<file path="src/sv/bums_pkg.sv">
`default_nettype none
// ----------------------------------------------------------------------------
// bums_pkg - shared types for the bottom-up merge sorter
// Word widths and the control bundle that drives the sorting cell chain.
// ----------------------------------------------------------------------------
package bums_pkg;

	// Width of a key on the stream ports
	localparam int KEY_W = 16;

	// Per-cycle command broadcast to every cell of the chain
	typedef struct packed {
		logic ins;    // place the new key, push larger keys one cell right
		logic shift;  // move every key one cell left toward the output
	} bums_ctl_t;

endpackage
`default_nettype wire

</file>
<file path="src/sv/bums_cell.sv">
`default_nettype none
// ----------------------------------------------------------------------------
// bums_cell - one slot of the sorting chain
// Holds one key and its valid bit. On insert it keeps its key, takes the new
// key, or takes its left neighbor's key; on shift it takes the right neighbor's.
// ----------------------------------------------------------------------------
module bums_cell #(
	parameter int KW = 16
) (
	input  wire                       clk,
	input  wire                       arst_n,
	input  wire bums_pkg::bums_ctl_t  ctl,
	input  wire  [KW-1:0]             new_key,
	input  wire                       left_keep,
	input  wire  [KW-1:0]             left_key,
	input  wire                       left_valid,
	input  wire  [KW-1:0]             right_key,
	input  wire                       right_valid,
	output logic                      keep,
	output logic [KW-1:0]             key,
	output logic                      valid
);

	logic [KW-1:0] key_q;
	logic          valid_q;

	// a cell whose key is not above the new key stays put
	assign keep  = valid_q && (key_q <= new_key);
	assign key   = key_q;
	assign valid = valid_q;

	always_ff @(posedge clk or negedge arst_n) begin
		if (!arst_n) begin
			valid_q <= 1'b0;
		end else if (ctl.shift) begin
			valid_q <= right_valid;
		end else if (ctl.ins && !keep) begin
			valid_q <= left_keep ? 1'b1 : left_valid;
		end
	end

	always_ff @(posedge clk) begin
		if (ctl.shift) begin
			key_q <= right_key;
		end else if (ctl.ins && !keep) begin
			key_q <= left_keep ? new_key : left_key;
		end
	end

endmodule
`default_nettype wire

</file>
<file path="src/sv/bottom_up_merge_sorter.sv">
`default_nettype none
// ----------------------------------------------------------------------------
// bottom_up_merge_sorter - streaming key sorter
// Loads a list of keys, then streams it back in ascending order.
// ----------------------------------------------------------------------------
// Keys enter on the s_ side one word per cycle; the word with s_tlast ends
// the list. Each key is inserted into a chain of DEPTH cells that keeps the
// list sorted as it arrives, and the smallest key is on m_tdata in the cycle
// after the last key is taken. The sorted keys then leave one word per cycle
// while m_tready is high, the chain shifting one cell toward the output per
// word. No key is taken while a list is being sent. Keys past DEPTH are
// discarded and every word of that list carries m_tuser = 1.
// ----------------------------------------------------------------------------
module bottom_up_merge_sorter #(
	parameter int DEPTH    = 64,
	parameter int KEY_BITS = 16
) (
	input  wire         clk,
	input  wire         arst_n,
	input  wire         s_tvalid,
	output logic        s_tready,
	input  wire  [15:0] s_tdata,   // [15:0] key_in
	input  wire         s_tlast,   // last_in
	output logic        m_tvalid,
	input  wire         m_tready,
	output logic [15:0] m_tdata,   // [15:0] key_out
	output logic        m_tlast,   // last_out
	output logic        m_tuser    // dropped
);

	localparam int SKW = (KEY_BITS < bums_pkg::KEY_W) ? KEY_BITS : bums_pkg::KEY_W;
	localparam int CW  = $clog2(DEPTH + 1);

	typedef enum logic {ST_LOAD, ST_DRAIN} state_t;

	state_t              state_q;
	logic [CW-1:0]       cnt_q;
	logic                ovf_q;

	logic                s_acc;
	logic                m_acc;
	logic                room;
	bums_pkg::bums_ctl_t ctl;
	logic [SKW-1:0]      new_key;

	logic [DEPTH-1:0]    valid_w;
	logic [DEPTH-1:0]    keep_w;
	logic [SKW-1:0]      key_w [DEPTH];

	assign s_tready = (state_q == ST_LOAD);
	assign m_tvalid = (state_q == ST_DRAIN);
	assign s_acc    = s_tvalid && s_tready;
	assign m_acc    = m_tvalid && m_tready;
	assign room     = (cnt_q < CW'(DEPTH));
	assign new_key  = s_tdata[SKW-1:0];

	assign ctl.ins   = s_acc && room;
	assign ctl.shift = m_acc;

	genvar gi;
	generate
		for (gi = 0; gi < DEPTH; gi++) begin : g_cell
			logic           lk;
			logic [SKW-1:0] lkey;
			logic           lv;
			logic [SKW-1:0] rkey;
			logic           rv;

			if (gi == 0) begin : g_head
				assign lk   = 1'b1;
				assign lkey = '0;
				assign lv   = 1'b0;
			end else begin : g_body
				assign lk   = keep_w[gi-1];
				assign lkey = key_w[gi-1];
				assign lv   = valid_w[gi-1];
			end

			if (gi == DEPTH - 1) begin : g_tail
				assign rkey = '0;
				assign rv   = 1'b0;
			end else begin : g_mid
				assign rkey = key_w[gi+1];
				assign rv   = valid_w[gi+1];
			end

			bums_cell #(.KW(SKW)) u_cell (
				.clk         (clk),
				.arst_n      (arst_n),
				.ctl         (ctl),
				.new_key     (new_key),
				.left_keep   (lk),
				.left_key    (lkey),
				.left_valid  (lv),
				.right_key   (rkey),
				.right_valid (rv),
				.keep        (keep_w[gi]),
				.key         (key_w[gi]),
				.valid       (valid_w[gi])
			);
		end
	endgenerate

	// head cell is the output word
	always_comb begin
		m_tdata = '0;
		m_tdata[SKW-1:0] = key_w[0];
	end
	assign m_tlast = (cnt_q == CW'(1));
	assign m_tuser = ovf_q;

	// cnt_q counts stored keys while loading and keys left while sending
	always_ff @(posedge clk or negedge arst_n) begin
		if (!arst_n) begin
			state_q <= ST_LOAD;
			cnt_q   <= '0;
			ovf_q   <= 1'b0;
		end else begin
			case (state_q)
				ST_LOAD: begin
					if (s_acc) begin
						if (room) begin
							cnt_q <= cnt_q + CW'(1);
						end else begin
							ovf_q <= 1'b1;
						end
						if (s_tlast) begin
							state_q <= ST_DRAIN;
						end
					end
				end
				ST_DRAIN: begin
					if (m_acc) begin
						cnt_q <= cnt_q - CW'(1);
						if (cnt_q == CW'(1)) begin
							state_q <= ST_LOAD;
							ovf_q   <= 1'b0;
						end
					end
				end
				default: begin
					state_q <= ST_LOAD;
				end
			endcase
		end
	end

	// chain occupancy always matches the key counter
	a_count_matches: assert property (@(posedge clk) disable iff (!arst_n)
		$countones(valid_w) == int'(cnt_q))
		else $error("cell chain occupancy differs from key count");

	// while sending, the head cell holds a key
	a_head_valid: assert property (@(posedge clk) disable iff (!arst_n)
		(state_q == ST_DRAIN) |-> valid_w[0])
		else $error("sending with empty head cell");

	// words of one list leave in ascending order
	a_ascending: assert property (@(posedge clk) disable iff (!arst_n)
		(m_acc && !m_tlast) |=> (m_tdata >= $past(m_tdata)))
		else $error("sorted output not ascending");

endmodule
`default_nettype wire
</file>
<file path="config.mk">
export PLATFORM = sky130hd
export DESIGN_NAME = bottom_up_merge_sorter
export DESIGN_NICKNAME = d
export VERILOG_FILES = /design/src/sv/bums_pkg.sv /design/src/sv/bums_cell.sv /design/src/sv/bottom_up_merge_sorter.sv
export SDC_FILE = /design/constraint.sdc
export NUM_CORES = 2
export LEC_CHECK = 0
export BUFFER_PORTS_ARGS = -buffer_cell sky130_fd_sc_hd__buf_2
export CAP_MARGIN = 5
export CORE_AREA = 2 2 590 416
export DETAILED_ROUTE_END_ITERATION = 8
export DIE_AREA = 0 0 592 418
export SLEW_MARGIN = 0
export SYNTH_ARGS = -nofsm -noshare
export SYNTH_HDL_FRONTEND = slang
export SYNTH_HIERARCHICAL = 1
export SYNTH_SLANG_ARGS = --single-unit
</file>
<file path="constraint.sdc">
create_clock -name clk -period 16.8 [get_ports clk]
set_input_delay 1.68 -clock clk [delete_from_list [all_inputs] [get_ports clk]]
set_output_delay 1.68 -clock clk [all_outputs]
set_load 0.01 [all_outputs]
</file>
==> out/qor.csv <==
metric;value;unit
outcome;completed;
CP startpoint kind;primary input;
Post-DP HPWL;179000;um
die area;247000;um2
hold crit path type;reg2reg;
ordered list of cells on the worst path;buf_2, and2_4, buf_12, buf_4, buf_4, inv_1, nand2_1, o22a_1;
number of max-cap violations;0;
Logic pwr share;0.448;
crit path setup slack, layout;11.06;ns
H-tree depth;3;
fillers;23600;
Vias/cell;5.59;
CTS root buf;clkbuf_16;
Leakage;40.3;nW
CP max FO;227;
antenna violations before repair;4;
placed cell areas;87500;um2
gp weighted congestion;0.864;
critical path required time;17.14;ns
hold_sp;m_tuser$_DFFE_PN0P_;
Clock Pin Slew Worst Setup and Hold Paths;0.06;ns
Yosys Warn Count;6;
Int Power;9.27;mW
vias in the first global route;65200;
switching pwr;6.83;mW
GRT Residual Overflow;0;
Total Neg Setup Slack;0;ns
design area;91400;um2
Tmin final;5.74;ns
ratio of cells with drive above 1 in the final layout;0.0834;
PD cells;176;nW/um2
Rows;151;
period utilisation layout;0.341;
Buf/Inv on CP;5;
vias after detailed routing;66300;
Final Hold Viols;0;
Worst R2R Path Depth;7;
PortBufs;40;
Chip Width;592;um
first-pass GRT wire length;386000;um
Synth-to-Final Area Change;8.56;%
Power, Total;16.1;mW
setup violators final;0;
mapped cell area;84200;um2
Starting Density;0.349;
kind of cell adding the most delay to the critical path;buffers and inverters;
Post-Syn Instances;8694;
worst slew pin tran;1.32;ns
critical path arrival;6.08;ns
Max Root-Sink Buffers;3;
slowest stage cell, crit path;buf_4;
sequential share of power;0.381;
DRC viols;0;
setup repair bufs after CTS;0;
RSZ-0062 raised after global routing;no;
Slew headroom;0.117;
antenna cells;0;
CTS tree;yes;
clock sink count;1097;
WL final;249000;um
Setup crit start;m_tready;
Final Skew;0.0722;ns
pre-CTS setup slack;10.46;ns
# IOs;41;
reg2reg end;g_cell[59].u_cell/key[5]$_DFFE_PP_;
number of buffers created by CTS;113;
post-CTS resize count;0;
sw frac;0.424;
hold_buf cts;0;
Routed Antenna Nets;0;
Synth Area per Inst;9.69;um2
Core Footprint;241000;um2
most used cell, CP;buf_4;
initial drt markers;6790;
commonest cells after routing, fill and taps aside;1,288 x nand2_1, 1,115 x o21ai_0, 1,091 x inv_1;
Setup crit end kind;flop;
Pins Over Slew Limit;0;
nets@finish;9601;
Clk Latency, worst-skew pair;0.78;ns
Reg2Reg Setup Slack;11.30;ns
router iterations before antenna repair;6;
fmax;174;MHz
peak supply drop;0.0986;mV
GRT Total Usage;0.196;
pin count of the biggest net entering global routing;265;
DR WL/cell;21.0;um
WHS Path Cells;1;
commonest non-fill, non-tap cell in the layout;nand2_1;
Hold Path Sink;m_tuser$_DFFE_PN0P_;
Die Y;418;um
Crit Path Category;in2reg;
RR Startpoint;m_tvalid$_DFF_PN0_;
Clk pwr share;0.171;
critical path's largest stage delay;0.91;ns
registers in the layout, summed over array words and instances, names as in the netlist:
| name | cells |
|---|---|
| m_tuser | 1 |
| m_tvalid | 1 |
| g_cell.u_cell/key | 1024 |
| g_cell.u_cell/valid | 64 |
| cnt_q | 7 |
worst max path at each step:
stage                                     endpoint  cells after the start
2_1_floorplan   g_cell[0].u_cell/valid$_DFFE_PN0P_                      3
3_3_place_gp    g_cell[2].u_cell/valid$_DFFE_PN0P_                     14
3_5_place_dp    g_cell[59].u_cell/key[2]$_DFFE_PP_                      8
4_1_cts        g_cell[59].u_cell/key[10]$_DFFE_PP_                      8
5_1_grt         g_cell[26].u_cell/key[8]$_DFFE_PP_                      8
6_report        g_cell[59].u_cell/key[5]$_DFFE_PP_                      8
power groups by stage:
| stage | Combinational [mW] | Sequential (mW) | Clock (mW) |
|---|---|---|---|
| CTS | 7.13 | 6.10 | 2.80 |
| global route | 8.00 | 6.26 | 2.90 |
| floorplan | 5.62 | 5.43 | 0 |
| finish | 7.21 | 6.14 | 2.75 |
| global placement | 6.77 | 6.14 | 0 |
| detailed placement | 7.10 | 6.14 | 0 |
area by class of cell:
class,count,area [um2],area share
inverters,1091,4100,0.0448
multi-input cells,6154,46100,0.504
clock buffers,137,2980,0.0326
repair buffers,96,777,0.00850
flip-flops and latches,1097,32600,0.356
well taps,3213,4020,0.0440
clock inverters,78,945,0.0103
worst register-to-register path, cell delays in order (launching register included):
cell     delay [ns]
dfrtp_1        0.64
and2_4         0.87
buf_12         0.60
buf_4          1.18
buf_4          0.81
inv_1          0.20
nand2_1        0.11
o22a_1         0.68
per-layer routing:
| metal | track usage | up-vias | wire length [um] | part of all wire |
|---|---|---|---|---|
| li1 | - | 30900 | - | - |
| met1 | 0.310 | 32600 | 124000 | 0.50 |
| met2 | 0.276 | 2507 | 100000 | 0.40 |
| met3 | 0.0295 | 289 | 20600 | 0.083 |
| met4 | 0.0387 | 4 | 3950 | 0.016 |
| met5 | 0 | - | 24 | 0.000096 |
through the flow:
step | instances | util | hold WS (ns)
global route | 11900 | 0.379 | 0.523
CTS | 11900 | 0.379 | 0.508
finish | 11900 | 0.379 | 0.503
detailed placement | 11700 | 0.363 | 0.493
global placement | 11700 | 0.363 | 0.499
floorplan | 8727 | - | 0.478
Note: power is estimated with default switching activity, not from simulation.
